File: config.mk
export PLATFORM = sky130hd
export DESIGN_NAME = tlb_fifo_lru_replacement
export DESIGN_NICKNAME = d
export VERILOG_FILES = /design/src/hw/rtl/tlbfl_pkg.sv /design/src/hw/rtl/tlb_fifo_lru_replacement.sv /design/src/hw/rtl/tlbfl_cmp.sv
export SDC_FILE = /design/constraint.sdc
export NUM_CORES = 1
export LEC_CHECK = 0
export BUFFER_PORTS_ARGS = -buffer_cell sky130_fd_sc_hd__buf_2
export CELL_PAD_IN_SITES_DETAIL_PLACEMENT = 1
export CELL_PAD_IN_SITES_GLOBAL_PLACEMENT = 1
export CORE_ASPECT_RATIO = 0.75
export CORE_MARGIN = 1.5
export CORE_UTILIZATION = 56
export DETAILED_ROUTE_END_ITERATION = 8
export GPL_ROUTABILITY_DRIVEN = 0
export HOLD_SLACK_MARGIN = 0.02
export PLACE_DENSITY_LB_ADDON = 0.1
export RECOVER_POWER = 50
export SETUP_SLACK_MARGIN = 0.5
export SLEW_MARGIN = 20
export SYNTH_ARGS = -nofsm -noshare
export SYNTH_HDL_FRONTEND = slang
export SYNTH_HIERARCHICAL = 1
export SYNTH_SLANG_ARGS = --single-unit
File: constraint.sdc
create_clock -name clk -period 5.22 [get_ports clk]
set_clock_uncertainty 0.05 [all_clocks]
set_input_delay 1.044 -clock clk [delete_from_list [all_inputs] [get_ports clk]]
set_output_delay 1.044 -clock clk [all_outputs]
set_load 0.005 [all_outputs]
File: src/hw/rtl/tlbfl_pkg.sv
// Package for the FIFO/LRU TLB: sizes, codes, sequencer states and compare result type.
package tlbfl_pkg;

  localparam int MAX_ENTRIES = 16;
  localparam int PAGE_BITS   = 20;
  localparam int FRAME_BITS  = 20;
  localparam int STAMP_BITS  = 32;

  localparam int IDX_BITS    = (MAX_ENTRIES > 1) ? $clog2(MAX_ENTRIES) : 1;
  localparam int CFG_W       = 5;
  localparam int CFG_IDX_W   = 1;
  localparam int OUT_FRAME_W = 20;
  localparam int SLOT_W      = 4;

  localparam logic CMD_LOOKUP = 1'b0;
  localparam logic CMD_INSERT = 1'b1;

  localparam logic MODE_FIFO = 1'b0;
  localparam logic MODE_LRU  = 1'b1;

  localparam logic [CFG_IDX_W-1:0] REG_ENTRIES = 1'b0;
  localparam logic [CFG_IDX_W-1:0] REG_MODE    = 1'b1;

  localparam logic [CFG_W-1:0] ENTRIES_RESET = CFG_W'(16);

  typedef enum logic [1:0] {
    ST_IDLE,
    ST_SCAN,
    ST_UPDATE,
    ST_EMIT
  } state_t;

  typedef struct packed {
    logic match;  // valid entry holds the key page
    logic free;   // entry is not valid
    logic lower;  // stamp beats the best so far (or first entry)
  } cmp_t;

endpackage

File: src/hw/rtl/tlb_fifo_lru_replacement.sv
// Top level of the fully associative TLB with FIFO or LRU replacement.
//
// Fully associative TLB held in registers. A small sequencer walks the slots
// in index order, one slot per clock, through a single shared compare unit
// that does the tag match, the free-slot check and the stamp compare for LRU.
// The scan stops at a hit, at a free slot for an insert, or at the last slot
// in use; a hit or an insert then passes through an update state, a lookup
// miss goes straight to the emit state. The block takes no new item until
// the result has moved into the output register. The output register parts
// the two sides, so a new item is accepted while a finished result still
// waits on out_stall. Configuration (cfg_index 0: entries_in_use, 1:
// replacement_mode) must be written by the user only while the block is
// idle; the block itself does not enforce this. entries_in_use of 0 acts
// as 1, above the built depth as the depth. No clearing pass is needed:
// only the valid bits reset.
module tlb_fifo_lru_replacement (
  input  logic                              clk,
  input  logic                              rst,
  // configuration write port
  input  logic                              cfg_we,
  input  logic [tlbfl_pkg::CFG_IDX_W-1:0]   cfg_index,
  input  logic [tlbfl_pkg::CFG_W-1:0]       cfg_data,
  // request channel
  input  logic                              in_valid,
  output logic                              in_stall,
  input  logic                              cmd,
  input  logic [tlbfl_pkg::PAGE_BITS-1:0]   page,
  input  logic [tlbfl_pkg::FRAME_BITS-1:0]  frame,
  // result channel
  output logic                              out_valid,
  input  logic                              out_stall,
  output logic                              hit,
  output logic [tlbfl_pkg::OUT_FRAME_W-1:0] frame_out,
  output logic [tlbfl_pkg::SLOT_W-1:0]      slot
);
  import tlbfl_pkg::*;

  // configuration
  logic [CFG_W-1:0] entries_in_use;
  logic             replacement_mode;

  // entry storage
  logic                  slot_valid [MAX_ENTRIES];
  logic [PAGE_BITS-1:0]  slot_page  [MAX_ENTRIES];
  logic [FRAME_BITS-1:0] slot_frame [MAX_ENTRIES];
  logic [STAMP_BITS-1:0] slot_stamp [MAX_ENTRIES];
  logic [STAMP_BITS-1:0] use_counter;
  logic [IDX_BITS-1:0]   fifo_pointer;

  // sequencer
  state_t state, state_next;
  logic [IDX_BITS-1:0]   idx;
  logic [IDX_BITS-1:0]   tgt;
  logic [IDX_BITS-1:0]   best_idx;
  logic [STAMP_BITS-1:0] best_stamp;
  logic                  cmd_q;
  logic [PAGE_BITS-1:0]  page_q;
  logic [FRAME_BITS-1:0] frame_q;
  logic                  res_hit;
  logic [FRAME_BITS-1:0] res_frame;

  logic [IDX_BITS-1:0]   last_idx;
  logic [IDX_BITS-1:0]   fifo_v;
  logic [IDX_BITS-1:0]   victim;
  logic [STAMP_BITS-1:0] stamp_new;
  cmp_t                  cmp;
  logic                  hit_now;
  logic                  free_now;
  logic                  at_end;
  logic                  in_xfer;
  logic                  out_load;

  // highest slot index taking part
  always_comb begin
    if (entries_in_use == '0) begin
      last_idx = '0;
    end else if (32'(entries_in_use) > 32'(MAX_ENTRIES)) begin
      last_idx = IDX_BITS'(MAX_ENTRIES - 1);
    end else begin
      last_idx = IDX_BITS'(entries_in_use - CFG_W'(1));
    end
  end

  tlbfl_cmp u_cmp (
    .key_page    (page_q),
    .entry_valid (slot_valid[idx]),
    .entry_page  (slot_page[idx]),
    .entry_stamp (slot_stamp[idx]),
    .best_stamp  (best_stamp),
    .first       (idx == '0),
    .res         (cmp)
  );

  assign hit_now  = (cmd_q == CMD_LOOKUP) && cmp.match;
  assign free_now = (cmd_q == CMD_INSERT) && cmp.free;
  assign at_end   = (idx == last_idx);

  // victim choice, only used once the whole range is found full
  assign fifo_v = (fifo_pointer <= last_idx) ? fifo_pointer : '0;
  always_comb begin
    if (replacement_mode == MODE_FIFO) begin
      victim = fifo_v;
    end else begin
      victim = cmp.lower ? idx : best_idx;
    end
  end

  // saturating use counter
  assign stamp_new = (use_counter == '1) ? use_counter : use_counter + STAMP_BITS'(1);

  // next state
  always_comb begin
    state_next = state;
    unique case (state)
      ST_IDLE: begin
        if (in_valid) state_next = ST_SCAN;
      end
      ST_SCAN: begin
        if (hit_now || free_now) begin
          state_next = ST_UPDATE;
        end else if (at_end) begin
          state_next = (cmd_q == CMD_LOOKUP) ? ST_EMIT : ST_UPDATE;
        end
      end
      ST_UPDATE: state_next = ST_EMIT;
      ST_EMIT: begin
        if (!out_valid || !out_stall) state_next = ST_IDLE;
      end
      default: state_next = ST_IDLE;
    endcase
  end

  // sequencer outputs
  always_comb begin
    in_stall = 1'b1;
    out_load = 1'b0;
    unique case (state)
      ST_IDLE:   in_stall = 1'b0;
      ST_SCAN:   ;
      ST_UPDATE: ;
      ST_EMIT:   out_load = !out_valid || !out_stall;
      default:   ;
    endcase
  end

  assign in_xfer = in_valid && !in_stall;

  // configuration registers
  always_ff @(posedge clk) begin
    if (rst) begin
      entries_in_use   <= ENTRIES_RESET;
      replacement_mode <= MODE_FIFO;
    end else if (cfg_we) begin
      unique case (cfg_index)
        REG_ENTRIES: entries_in_use   <= cfg_data;
        REG_MODE:    replacement_mode <= cfg_data[0];
        default:     ;
      endcase
    end
  end

  // control state
  always_ff @(posedge clk) begin
    if (rst) begin
      state        <= ST_IDLE;
      use_counter  <= '0;
      fifo_pointer <= '0;
      out_valid    <= 1'b0;
      for (int i = 0; i < MAX_ENTRIES; i++) slot_valid[i] <= 1'b0;
    end else begin
      state <= state_next;
      if (state == ST_SCAN && at_end && !hit_now && !free_now &&
          cmd_q == CMD_INSERT && replacement_mode == MODE_FIFO) begin
        fifo_pointer <= (fifo_v == last_idx) ? '0 : fifo_v + IDX_BITS'(1);
      end
      if (state == ST_UPDATE) begin
        use_counter <= stamp_new;
        if (cmd_q == CMD_INSERT) slot_valid[tgt] <= 1'b1;
      end
      if (out_load) begin
        out_valid <= 1'b1;
      end else if (!out_stall) begin
        out_valid <= 1'b0;
      end
    end
  end

  // datapath
  always_ff @(posedge clk) begin
    if (in_xfer) begin
      cmd_q     <= cmd;
      page_q    <= page;
      frame_q   <= frame;
      idx       <= '0;
      tgt       <= '0;
      res_hit   <= 1'b0;
      res_frame <= '0;
    end
    if (state == ST_SCAN) begin
      if (cmp.lower) begin
        best_stamp <= slot_stamp[idx];
        best_idx   <= idx;
      end
      if (hit_now) begin
        tgt       <= idx;
        res_hit   <= 1'b1;
        res_frame <= slot_frame[idx];
      end else if (free_now) begin
        tgt <= idx;
      end else if (at_end) begin
        if (cmd_q == CMD_INSERT) tgt <= victim;
      end else begin
        idx <= idx + IDX_BITS'(1);
      end
    end
    if (state == ST_UPDATE) begin
      slot_stamp[tgt] <= stamp_new;
      if (cmd_q == CMD_INSERT) begin
        slot_page[tgt]  <= page_q;
        slot_frame[tgt] <= frame_q;
      end
    end
    if (out_load) begin
      hit       <= res_hit;
      frame_out <= OUT_FRAME_W'(res_frame);
      // a miss leaves tgt at zero
      slot      <= SLOT_W'(tgt);
    end
  end

  // checks
  a_scan_in_range: assert property (@(posedge clk) disable iff (rst)
    state == ST_SCAN |-> idx <= last_idx)
    else $error("scan index beyond slots in use");

  a_emit_loads: assert property (@(posedge clk) disable iff (rst)
    out_load |=> out_valid && state == ST_IDLE)
    else $error("result not presented after emit");

  a_counter_mono: assert property (@(posedge clk) disable iff (rst)
    !$past(rst) |-> use_counter >= $past(use_counter))
    else $error("use counter went backward");

  a_insert_valid: assert property (@(posedge clk) disable iff (rst)
    (state == ST_UPDATE && cmd_q == CMD_INSERT) |=> slot_valid[$past(tgt)])
    else $error("inserted slot not marked valid");

  a_hit_lookup: assert property (@(posedge clk) disable iff (rst)
    (state == ST_UPDATE && res_hit) |-> cmd_q == CMD_LOOKUP)
    else $error("hit flagged on insert");

endmodule

File: src/hw/rtl/tlbfl_cmp.sv
// Shared per-slot compare unit: tag match, free check and stamp compare.
module tlbfl_cmp (
  input  logic [tlbfl_pkg::PAGE_BITS-1:0]  key_page,
  input  logic                             entry_valid,
  input  logic [tlbfl_pkg::PAGE_BITS-1:0]  entry_page,
  input  logic [tlbfl_pkg::STAMP_BITS-1:0] entry_stamp,
  input  logic [tlbfl_pkg::STAMP_BITS-1:0] best_stamp,
  input  logic                             first,
  output tlbfl_pkg::cmp_t                  res
);
  import tlbfl_pkg::*;

  always_comb begin
    res.match = entry_valid && (entry_page == key_page);
    res.free  = !entry_valid;
    // strict less keeps the lowest index on ties
    res.lower = first || (entry_stamp < best_stamp);
  end

endmodule
Word level (Yosys, flattened, before mapping)
Memory sizes are Yosys's and may differ from the RTL's. A register that Yosys moved wholly into a read port is not among the register bits.
Index checks and enable logic that the tools add are counted.
{ "classes": {"n_bitwise": 3, "reduce_logical": 25, "muxes": 46, "add_sub_neg": 4, "n_lt_le_gt_ge": 3, "n_eq_ne": 11} }
{ "ops": {"columns": ["cell", "n"], "rows": [
  ["$mux W4", 18],
  ["$mux W20", 3],
  ["$add A32 B1 Y32 const B", 1],
  ["$eq A32 B32 Y1 const B", 1],
  ["$lt A32 B32 Y1", 1],
  ["$mux W32", 1],
  ["$eq A20 B20 Y1", 1],
  ["$mux W1", 19],
  ["$logic_and A1 B1 Y1", 9],
  ["$add A4 B1 Y4 const B", 2],
  ["$eq A4 B4 Y1", 2],
  ["$mux W2", 4],
  ["$pmux W2 S4", 1],
  ["$reduce_and A2 Y1", 3],
  ["$gt A5 B5 Y1 const B", 1],
  ["$logic_not A1 Y1", 5],
  ["$logic_not A5 Y1", 1],
  ["$eq A2 B2 Y1 const B", 2],
  ["$le A4 B4 Y1", 1],
  ["$logic_not A4 Y1", 1],
  ["$ne A2 B2 Y1 const B", 2],
  ["$sub A4 B1 Y4 const B", 1],
  ["$logic_or A1 B1 Y1", 3],
  ["$ne A3 B3 Y1 const B", 1],
  ["6 further kinds", 8]
]} }
{ "word_totals": {"word_cells": 114, "output_inout_bits": 27, "inputBits": 52, "mem_count": 4, "mem_bits_rw": 1168, "regBits": 176} }
{ "mem_list": {"columns": ["memory", "depth", "width", "read_ports", "rd_ports_with_merged_regs", "write_ports", "line_no", "source"], "rows": [
  ["slot_stamp", 16, 32, 1, 1, 1, "tlb_fifo_lru_replacement.sv:46", "logic [STAMP_BITS-1:0] slot_stamp [MAX_ENTRIES];"],
  ["slot_frame", 16, 20, 1, 1, 1, "tlb_fifo_lru_replacement.sv:45", "logic [FRAME_BITS-1:0] slot_frame [MAX_ENTRIES];"],
  ["slot_page", 16, 20, 1, 1, 1, "tlb_fifo_lru_replacement.sv:44", "logic [PAGE_BITS-1:0] slot_page [MAX_ENTRIES];"],
  ["slot_valid", 16, 1, 1, 1, 16, "tlb_fifo_lru_replacement.sv:43", "logic slot_valid [MAX_ENTRIES];"]
]} }

Depth between registers and ports, before layout
Gate-level depths: netlist of run 1.
{ "logic_depth": {"depth_word": 11, "mapped_depth": 16, "depth_no_buf": 15} }

Modules after synthesis
The synthesis of run 1 kept the hierarchy.
{ "modules_own_cells": {"columns": ["module", "seq_area_each_um2", "cells_per_inst", "area_per_inst_um2", "instances"], "rows": [
  ["tlb_fifo_lru_replacement", 39457.8, 2352, 51339.2, 1],
  ["tlbfl_cmp", 0.0, 136, 998.5, 1]
]} }

Least setup slack after synthesis of run 1
OpenSTA, ideal clock, no wires.
{ "synth_path": {"path_type": "reg2reg", "startpoint": "register idx[0]", "endpoint": "register best_stamp[0] (read register of slot_stamp), enable pin", "arrival_ns": 4.256, "n_path_buf": 3, "required_time_ns": 4.778, "path_slack_ns": 0.522, "path_stages_with_launch": 13, "setup_ns": 0.392, "period_less_slack_ns": 4.698, "path_cell_list": "dfxtp_1 > buf_2 > buf_2 > buf_2 > mux4_2 > mux4_2 > ha_1 > a211o_1 > a31oi_1 > o31ai_1 > a211o_1 > a21oi_1 > and2_1"} }
{ "synth_rtl": {"columns": ["item", "line_no", "source"], "rows": [
  ["from (decl)", "tlb_fifo_lru_replacement.sv:52", "logic [IDX_BITS-1:0] idx;"],
  ["from (signal assigned)", "tlb_fifo_lru_replacement.sv:213", "idx <= idx + IDX_BITS'(1);"],
  ["to (decl)", "tlb_fifo_lru_replacement.sv:55", "logic [STAMP_BITS-1:0] best_stamp;"]
]} }

==> metrics.md, run 1 <==
| Metric | Value |
|---|---|
| Cells on worst reg2reg path | `16` |
| Met3 WL post-DR | `9510 um` |
| Root buf cell | `clkbuf_16` |
| Vias in the first global route | `27.0k` |
| Crit path max fanout | `18` |
| Worst min path class | `flop to flop` |
| # DRC | `0` |
| Clk Latency, worst-skew pair | `730 ps` |
| 1st-iter DRT viols | `2,818` |
| Max cap viols | `7` |
| CP top delay family | `multiplexers` |
| Top Metal Used | `met4` |
| Die area | `95,300 sq um` |
| Crit Reg-Reg Endpoint | `tgt[1]` |
| Min Tclk post-route | `4830 ps` |
| DRT Wirelength | `127,000 um` |
| Placed Area | `55,000 sq um` |
| PD cells | `444 nW/um^2` |
| I/O Buffers | `78` |
| TritonCTS Buffers | `121` |
| Die Ht | `268 um` |
| Clock tree buffer depth | `3` |
| Final Core Density | `64.2%` |
| Setup TNS | `0 ps` |
| Final setup viols | `0` |
| Hold depth | `0` |
| Endpoint, Worst Hold | `frame_out[7]` |
| Wire length of the first global-routing pass | `185,000 um` |
| Layout cells sized above 1 | `27.7%` |
| CP bufs+invs | `4` |
| Worst Setup Start Kind | `flop` |
| DR WL met2 | `60,300 um` |
| Max Fclk | `207 MHz` |
| Total core area | `92,000 sq um` |
| Layout Nets | `2,795` |
| WP data required | `5750 ps` |
| Grt ovf | `0` |
| Setup slack, reg-to-reg | `390 ps` |
| Starting Density | `56.9%` |
| Crit path DAT | `5370 ps` |
| CP max stage delay | `530 ps` |
| Area growth, synth to finish | `12.9%` |
| Yosys reg bits | `1,344` |
| Async SR Flop Fraction | `0%` |
| Lkg Pwr | `18.9 nW` |
| Setup crit end kind | `flop` |
| Boundary pin count | `79` |
| Detailed placer's ending HPWL | `71,900 um` |
| Status | `finished with violations` |
| CTS tree | `built` |
| Initial DRT Pass Iterations | `5` |
| Mapped cell area | `52,300 sq um` |
| Clock transition at path regs | `60 ps` |
| CTS sink count | `1,344` |
| Unrepaired setup endpoints after global routing | `yes` |
| Hold path start | `res_frame[7]` |
| Die width | `356 um` |
| Routed via count | `25.9k` |
| Violated checks | `capacitance limit, slew limit` |
| Post-Route M1 WL | `55,400 um` |
| Relative slew margins | `-107%` |
| Final instance area | `59,100 sq um` |
| CP max stage cell | `mux4_2` |
| Antenna violations before repair | `2` |
| Syn nets | `2,585` |
| Avg Synthesized Cell Area | `21.0 sq um` |
| Number of flops mapped to enable cells by yosys | `1,254` |
| Crit share post-route | `92.6%` |
| Syn Inst Count | `2,488` |
| Worst Max-Slew Pin Slew | `3110 ps` |
| WHS | `380 ps` |
| Crit. path cell count | `16` |
| Antenna viol nets, final | `0` |
| Final WS setup | `389 ps` |
| Crit path kind | `flop to flop` |
| Peak VDD IR | `328 uV` |
| Fin. Hold Viols | `0` |
| Pre-CTS setup slack | `15.9 ps` |
| Tot GR Track Use | `27.2%` |
| Top FF cell, synth | `edfxtp_1` |
| FF-to-FF Start | `idx[0]` |
| DR WL/cell | `31.6 um` |
| Via density | `6.42` |
| Pins Over Slew Limit | `140` |
| Crit path cell chain | `clkbuf_1, clkbuf_1, clkbuf_16, mux4_2, mux4_2, ha_1, a21oi_1, nand2_1, a221oi_2, o22ai_1, a21oi_2, buf_4, mux2_2, or2_2, o211ai_1, o211ai_1` |
| Site Rows | `96` |
| Distinct cells, synth | `76` |
| ANT cells | `0` |
| Post-synthesis sequential area ratio | `75.4%` |
| H-tree levels | `3` |
| Pin count of the biggest net entering global routing | `61` |
| Warning count from the yosys run | `6` |
## worst register-to-register path, cell delays in order (launching register included)
cell	delay (ps)
dfxtp_4	490
clkbuf_1	270
clkbuf_1	240
clkbuf_16	270
mux4_2	520
mux4_2	530
ha_1	350
a21oi_1	200
nand2_1	100
a221oi_2	330
o22ai_1	160
a21oi_2	190
buf_4	180
mux2_2	350
or2_2	270
o211ai_1	90
o211ai_1	120
## how the worst max path moves through the flow
stage                start       endpoint  slack [ps]
floorplan           idx[0]  best_stamp[0]         520
global placement    idx[0]         tgt[3]        -100
detailed placement  idx[0]         tgt[3]          20
CTS                 idx[0]         tgt[1]         500
global route        idx[0]         tgt[1]         280
finish              idx[0]         tgt[1]         390
## Yosys cell counts, types with 8 or more instances
cell type | instances | share of area, %
nor3_1 | 19 | 0.18
nor4_1 | 8 | 0.096
clkbuf_1 | 58 | 0.42
buf_1 | 20 | 0.14
buf_2 | 27 | 0.26
ha_1 | 45 | 1.1
dfxtp_1 | 90 | 3.4
nand3_1 | 58 | 0.55
xnor2_1 | 35 | 0.59
and2_1 | 9 | 0.11
nand4_1 | 8 | 0.096
mux4_2 | 365 | 16
inv_1 | 57 | 0.41
nor2_1 | 124 | 0.89
xor2_1 | 41 | 0.69
nand2_1 | 92 | 0.66
edfxtp_1 | 1254 | 72
o21ai_0 | 20 | 0.19
a21oi_1 | 30 | 0.29
## kinds of logic (layout without fill, tap and decap cells)
logic type | count (synthesis) | after routing | synth area share [%]
multiplexers | 377 | 377 | 16.0
AO/OA/AOI/OAI | 96 | 96 | 1.30
XOR/XNOR | 76 | 76 | 1.27
adder cells (fa/ha/maj) | 47 | 47 | 1.12
AND/OR/NAND/NOR | 382 | 382 | 3.68
flip-flops | 1344 | 1344 | 75.4
buffers and inverters | 166 | 481 | 1.29
## through the flow
stage	total power [mW]	cells
6_report	26.2	4028
5_1_grt	27.0	4028
4_1_cts	26.3	4019
3_5_place_dp	17.3	3785
3_3_place_gp	17.0	3785
2_1_floorplan	15.9	2488
## placed cells by master, fill, tap and decap left out, types with 5 or more instances in the layout
master and instances:
a21oi_1 29, and2_1 6, and3_1 6, buf_12 12
buf_2 50, buf_4 78, bufinv_16 14, clkbuf_1 68
clkbuf_16 123, clkbuf_8 7, clkinv_1 18, clkinv_2 32
clkinvlp_4 5, dfxtp_1 87, edfxtp_1 1254, ha_1 45
inv_1 56, mux2_2 5, mux2i_1 5, mux4_2 365
nand2_1 92, nand3_1 59, nand3b_1 7, nand4_1 11
nor2_1 105, nor2_4 19, nor3_1 16, nor3_2 6
nor4_1 5, o211ai_1 5, o21a_1 5, o21ai_0 18
or3_1 7, xnor2_1 34, xor2_1 37
## flip-flops by register name, indices dropped and copies added (netlist names), 5 cells and up
register,cells
slot_valid,16
frame_out,20
slot_stamp,512
slot_page,320
frame_q,20
res_frame,20
slot_frame,320
use_counter,32
best_stamp,32
entries_in_use,5
page_q,20
## area by class of cell
type / instances / area [sq um]
flip-flops and latches: 1344 / 39500
fillers: 7481 / 32900
multi-input cells: 978 / 12400
clock buffers: 152 / 3240
well taps: 1225 / 1530
repair buffers: 196 / 1450
clock inverters: 76 / 791
inverters: 57 / 219
## where the power goes
part | internal [mW] | leakage [nW] | switching [mW]
Sequential | 12.6 | 12.2 | 0.486
Clock | 5.09 | 1.98 | 3.92
Combinational | 2.04 | 4.73 | 2.14
## per-layer routing
layer / GRT usage (%) / vias up
li1: - / 10600
met1: 41.3 / 14000
met2: 42.2 / 1101
met3: 5.17 / 151
met4: 5.36 / 0
met5: 0 / -
## repair_timing
action	4_1_cts	5_1_grt
endpoints found under the setup margin	59	47
resized for setup	8	18
hold buffers	0	0
pin swaps	1	5
gates cloned	1	1
buffers inserted	5	8
Note: power is estimated with default switching activity, not from simulation.
==> inputs of run 2 (changes only) <==
BUFFER_PORTS_ARGS = unset   (was -buffer_cell sky130_fd_sc_hd__buf_2)
CORE_UTILIZATION = 59   (was 56)
CTS_BUF_LIST = sky130_fd_sc_hd__clkbuf_8   (was unset)
DONT_BUFFER_PORTS = 1   (was unset)
==> run 2 against run 1 <==
  * Hold slack worse by 180 ps
  * Setup slack better by 150 ps
  * Total power is 5.3% lower
  * Count of clock-buffer cells in the layout is 57 higher
  * Sequential cell count stayed put
  * Sequential share of layout area is 1.0 points higher
  * Via count is 1.1% lower
  * Critical path depth is 1 lower
  * Register-to-register slack better by 150 ps
  * Combinational power is 3% lower
  * The flow still finishes with violations (capacitance limit, slew limit)
  * Critical endpoint unchanged
  * Routed wire length is 2.1% lower
==> metrics.md, run 2 (synthesized netlist as in run 1, its figures left out) <==
| Metric | Value |
|---|---|
| I/O Buffers | `0` |
| Final setup viols | `0` |
| Setup TNS | `0 ps` |
| Die width | `347 um` |
| Largest regs | `slot_stamp: 512 flops, slot_frame: 320 flops, slot_page: 320 flops` |
| Grt ovf | `0` |
| CP max stage cell | `mux4_2` |
| Crit path max fanout | `28` |
| Fin. Hold Viols | `0` |
| TritonCTS Buffers | `194` |
| Die Ht | `261 um` |
| Worst Max-Slew Pin Slew | `2430 ps` |
| CP top delay family | `multiplexers` |
| Commonest non-fill, non-tap cell in the layout | `edfxtp_1` |
| Worst min path class | `input pin to flop` |
| PD cells | `427 nW/um^2` |
| Pin count of the biggest net entering global routing | `71` |
| Layout Nets | `2,765` |
| Boundary pin count | `79` |
| Via density | `6.41` |
| Area growth, synth to finish | `11.2%` |
| CP bufs+invs | `3` |
| Vias in the first global route | `27.1k` |
| Largest register FFs | `512` |
| Min Tclk post-route | `4680 ps` |
| H-tree levels | `4` |
| Die area | `90,500 sq um` |
| Placed Area | `54,400 sq um` |
| Clk Latency, worst-skew pair | `890 ps` |
| Tot GR Track Use | `28.0%` |
| Peak VDD IR | `259 uV` |
| Setup crit end kind | `flop` |
| Largest reg by FF count | `slot_stamp` |
| DR WL/cell | `31.3 um` |
| CTS sink count | `1,344` |
| Starting Density | `59.7%` |
| CTS tree | `built` |
| # DRC | `0` |
| Clock transition at path regs | `70 ps` |
| CP max stage delay | `540 ps` |
| 1st-iter DRT viols | `2,961` |
| ANT cells | `0` |
| Detailed placer's ending HPWL | `67,700 um` |
| Hold-fix buffers at CTS | `0` |
| Total core area | `87,700 sq um` |
| Relative slew margins | `-62.9%` |
| Site Rows | `94` |
| Routed via count | `25.6k` |
| Layout cells sized above 1 | `27.3%` |
| Violated checks | `capacitance limit, slew limit` |
| Lkg Pwr | `18.7 nW` |
| Antenna viol nets, final | `0` |
| Clock tree buffer depth | `3` |
| Total Power | `24.9 mW` |
| Max cap viols | `11` |
| FILL cells | `7,039` |
| Antenna violations before repair | `3` |
| Unrepaired setup endpoints after global routing | `yes` |
| Root buf cell | `clkbuf_8` |
| Crit path DAT | `5360 ps` |
| Most frequent cells in the layout | `edfxtp_1, mux4_2, clkbuf_8` |
| Max Fclk | `214 MHz` |
| DRT Wirelength | `125,000 um` |
| Pins Over Slew Limit | `251` |
| WP data required | `5910 ps` |
| Worst Setup Start Kind | `flop` |
| Crit path kind | `flop to flop` |
| Crit share post-route | `89.6%` |
| Status | `finished with violations` |
| Initial DRT Pass Iterations | `5` |
| Crit path cell chain | `buf_12, buf_12, mux4_2, mux4_2, ha_1, a211o_1, a21oi_2, o31ai_2, a211o_1, a21oi_1, buf_4, mux2_2, or2_2, o211ai_1, o211ai_1` |
| Final instance area | `58,200 sq um` |
| Wire length of the first global-routing pass | `181,000 um` |
-- run 2: cell types whose count changed in the layout (fill, tap and decap cells not counted), sizes merged --
cell / previous run / this run
clkbuf: 199 / 226
clkinv: 54 / 70
bufinv: 14 / 3
clkinvlp: 5 / 7
inv: 60 / 129
bufbuf: 0 / 1
buf: 149 / 75
-- run 2: what timing repair did --
action	in CTS	in global routing
buffers inserted	3	4
pin swaps	0	1
setup endpoints to repair	6	32
gates cloned	1	2
resized for setup	5	13
-- run 2: path summary, 6_finish.rpt --
kind	slack [ps]	depth (start not counted)	endpoint	start
worst min register to register	380	0	frame_out[18]	res_frame[18]
worst min-delay path	200	1	entries_in_use[2]	rst
worst max-delay path	540	15	tgt[1]	idx[0]
worst max register to register	540	15	tgt[1]	idx[0]
-- run 2: per-layer routing --
metal / routed length [um] / GRT usage (%) / vias to the layer above
met1: 53600 / 41.8 / 13700
met4: 2060 / 8.04 / 4
met2: 58700 / 42.7 / 1095
met5: 34 / 0 / -
met3: 10200 / 5.95 / 143
li1: - / - / 10600
-- run 2: power by group --
| part | total, mW | switching (mW) | internal, mW |
|---|---|---|---|
| Clock | 7.73 | 3.93 | 3.79 |
| Sequential | 13.1 | 0.493 | 12.6 |
| Combinational | 4.06 | 2.04 | 2.02 |
| Total | 24.9 | 6.47 | 18.4 |
-- run 2: through the flow --
| stage | hold WS, ps | worst slack (ps) | utilization (%) | instances |
|---|---|---|---|---|
| CTS | 108 | 509 | 66.2 | 3979 |
| global route | 162 | 351 | 66.3 | 3985 |
| finish | 195 | 543 | 66.3 | 3985 |
| floorplan | 358 | 522 | - | 2488 |
| global placement | 363 | 195 | 62.0 | 3614 |
| detailed placement | 366 | 172 | 62.1 | 3614 |
-- run 2: cell type report --
| class | count | area (sq um) | share of cell area (%) |
|---|---|---|---|
| clock buffers | 209 | 2880 | 4.94 |
| well taps | 1152 | 1440 | 2.48 |
| clock inverters | 152 | 704 | 1.21 |
| multi-input cells | 978 | 12400 | 21.4 |
| repair buffers | 93 | 1050 | 1.80 |
| flip-flops and latches | 1344 | 39500 | 67.8 |
| inverters | 57 | 228 | 0.391 |
==> inputs of run 3 (changes only) <==
ABC_AREA = 1   (was unset)
CORE_UTILIZATION = 55   (was 59)
==> run 3 against run 2 <==
  * The run still ends with capacitance limit, slew limit left
  * Combinational power increased by 110%
  * Register-to-register slack better by 70 ps
  * Synthesized cell count is 72% higher
  * Total power rose by 21%
  * Cell count grew 46%
  * Routed wire length increased by 26%
  * Critical path type unchanged
==> metrics.md, run 3 <==
| Metric | Value |
|---|---|
| Synth top cells by count | `edfxtp_1, nor2_1, o21ai_0` |
| Max Fclk | `217 MHz` |
| Syn Inst Count | `4,267` |
| Root buf cell | `clkbuf_8` |
| Post-synthesis mux area share | `0%` |
| Via density | `6.25` |
| Worst Max-Slew Pin Slew | `2950 ps` |
| DR WL/cell | `27.0 um` |
| Final setup viols | `0` |
| Max cap viols | `17` |
| FILL cells | `9,658` |
| Adder-cell share of the synthesized area | `1.05%` |
| Worst Setup Start Kind | `flop` |
| Number of flops mapped to enable cells by yosys | `1,254` |
| Largest register FFs | `512` |
| Status | `finished with violations` |
| Largest family of logic cells by synthesized area | `compound AO/OA/AOI/OAI gates` |
| DRT Wirelength | `157,000 um` |
| Largest regs | `slot_stamp: 512 flops, slot_frame: 320 flops, slot_page: 320 flops` |
| Routed via count | `36.3k` |
| Crit path max fanout | `32` |
| Main area contributors after synthesis | `edfxtp_1, o21ai_0, nor2_1` |
| Largest reg by FF count | `slot_stamp` |
| Grt ovf | `0` |
| Pin count of the biggest net entering global routing | `115` |
| Avg Synthesized Cell Area | `12.6 sq um` |
| Vias in the first global route | `37.0k` |
| Antenna viol nets, final | `0` |
| Post-synthesis sequential area ratio | `73.4%` |
| Mapped cell area | `53,700 sq um` |
| Antenna violations before repair | `9` |
| Clock transition at path regs | `70 ps` |
| CP max stage cell | `clkbuf_1` |
| Die Ht | `274 um` |
| Final WS setup | `618 ps` |
| 1st-iter DRT viols | `4,257` |
| Unrepaired setup endpoints after global routing | `no` |
| Simple-Gate Fraction of Synth Area | `10.5%` |
| Crit share post-route | `88.2%` |
| Most frequent CP cell | `clkbuf_1` |
| I/O Buffers | `0` |
| Crit path DAT | `4970 ps` |
| CP max stage delay | `2070 ps` |
| CTS tree | `built` |
| Initial DRT Pass Iterations | `6` |
| Die width | `364 um` |
| Top FF cell, synth | `edfxtp_1` |
| Min Tclk post-route | `4600 ps` |
| Crit path kind | `flop to flop` |
| Clk Latency, worst-skew pair | `890 ps` |
| H-tree levels | `4` |
| Fin. Hold Viols | `0` |
| Relative slew margins | `-96.4%` |
| Wire length of the first global-routing pass | `234,000 um` |
| Peak VDD IR | `301 uV` |
| Crit path cell chain | `inv_1, ha_1, clkbuf_1, nand3_1, nor2_4, clkbuf_1` |
| Layout cells sized above 1 | `8.65%` |
| Starting Density | `55.4%` |
| Pins Over Slew Limit | `349` |
| WP data required | `5590 ps` |
| Post-synthesis xor/xnor area fraction | `0.212%` |
| Commonest non-fill, non-tap cell in the layout | `edfxtp_1` |
| Pre-CTS setup slack | `500 ps` |
| Total core area | `97,000 sq um` |
| Warning count from the yosys run | `6` |
| Most frequent cell after synthesis | `edfxtp_1` |
| Clock tree buffer depth | `3` |
| Violated checks | `capacitance limit, slew limit` |
| Distinct cells, synth | `47` |
| CTS sink count | `1,344` |
| Tot GR Track Use | `31.6%` |
| Detailed placer's ending HPWL | `88,500 um` |
| Most frequent cells in the layout | `edfxtp_1, nor2_1, o21ai_0` |
| Lkg Pwr | `20.1 nW` |
| PD cells | `510 nW/um^2` |
| Area growth, synth to finish | `9.72%` |
| Async SR Flop Fraction | `0%` |
| Layout Nets | `4,414` |
| Setup TNS | `0 ps` |
| Yosys reg bits | `1,344` |
| Setup crit end kind | `flop` |
| Die area | `99,600 sq um` |
| Boundary pin count | `79` |
| Site Rows | `99` |
| Complex-gate fraction of the synthesized area | `11.4%` |
| Synth top area share | `70.1%` |
| Final instance area | `59,000 sq um` |
| Syn nets | `4,364` |
| Hold-fix buffers at CTS | `0` |
| Placed Area | `55,500 sq um` |
| # DRC | `0` |
| Worst min path class | `input pin to flop` |
| Area leader, netlist | `edfxtp_1` |
| TritonCTS Buffers | `199` |
-- run 3: where the power goes --
part / leakage (nW) / internal [mW] / switching, mW
Sequential: 12.2 / 13.2 / 0.617
Clock: 2.14 / 3.84 / 4.05
Combinational: 5.78 / 2.28 / 6.11
Total: 20.1 / 19.3 / 10.8
-- run 3: path summary, 6_finish.rpt --
path	from	endpoint	slack [ps]	cells past startpoint
worst min register to register	res_frame[9]	frame_out[9]	370	0
worst min-delay path	rst	use_counter[15]	180	1
worst max register to register	state[0]	slot_stamp[6][5]	620	6
worst max-delay path	state[0]	slot_stamp[6][5]	620	6
-- run 3: cells by family (layout without fill, tap and decap cells) --
family | after synthesis | after routing
xor gates and xnor gates | 13 | 13
other | 0 | 4
AOI/OAI and AO/OA | 1069 | 1069
adders and majority gates | 45 | 45
and+or+nand+nor | 1363 | 1363
buffers and inverters | 433 | 649
DFF | 1344 | 1344
-- run 3: cell type report --
type	instances	area (sq um)	share of cell area, %
inverters	174	672	1.14
flip-flops and latches	1344	39500	66.9
repair buffers	108	1000	1.70
diodes	4	10.0	0.0170
well taps	1313	1640	2.79
clock buffers	209	2880	4.88
multi-input cells	2490	12600	21.3
clock inverters	158	722	1.22
-- run 3: per-stage QoR --
stage | std cells | power (mW) | hold WS [ps] | utilization (%)
floorplan | 4267 | 19.0 | 359 | -
global placement | 5426 | 21.8 | 366 | 57.2
global route | 5799 | 31.5 | 125 | 60.8
CTS | 5793 | 30.0 | 80.4 | 60.9
detailed placement | 5426 | 22.2 | 372 | 57.2
finish | 5800 | 30.1 | 176 | 60.8
-- run 3: critical path, delay by kind of cell, from the launching register on --
kind          cells  cell delay, ps
fa+ha+maj         1             160
buf+inv           3            2930
flops             1             350
simple gates      2             570
-- run 3: repair_timing --
| item | 4_1_cts | 5_1_grt |
|---|---|---|
| endpoints found under the setup margin | 8 | 59 |
| pin swaps | 0 | 1 |
| cloned | 0 | 1 |
| resized for setup | 1 | 9 |
| setup buffers | 0 | 1 |
-- run 3: metal layers --
| layer | routed length (um) | GRT usage [%] |
|---|---|---|
| met5 | 0 | 0 |
| met4 | 3170 | 9.34 |
| met1 | 69900 | 47.6 |
| met2 | 71500 | 48.1 |
| met3 | 12000 | 4.34 |
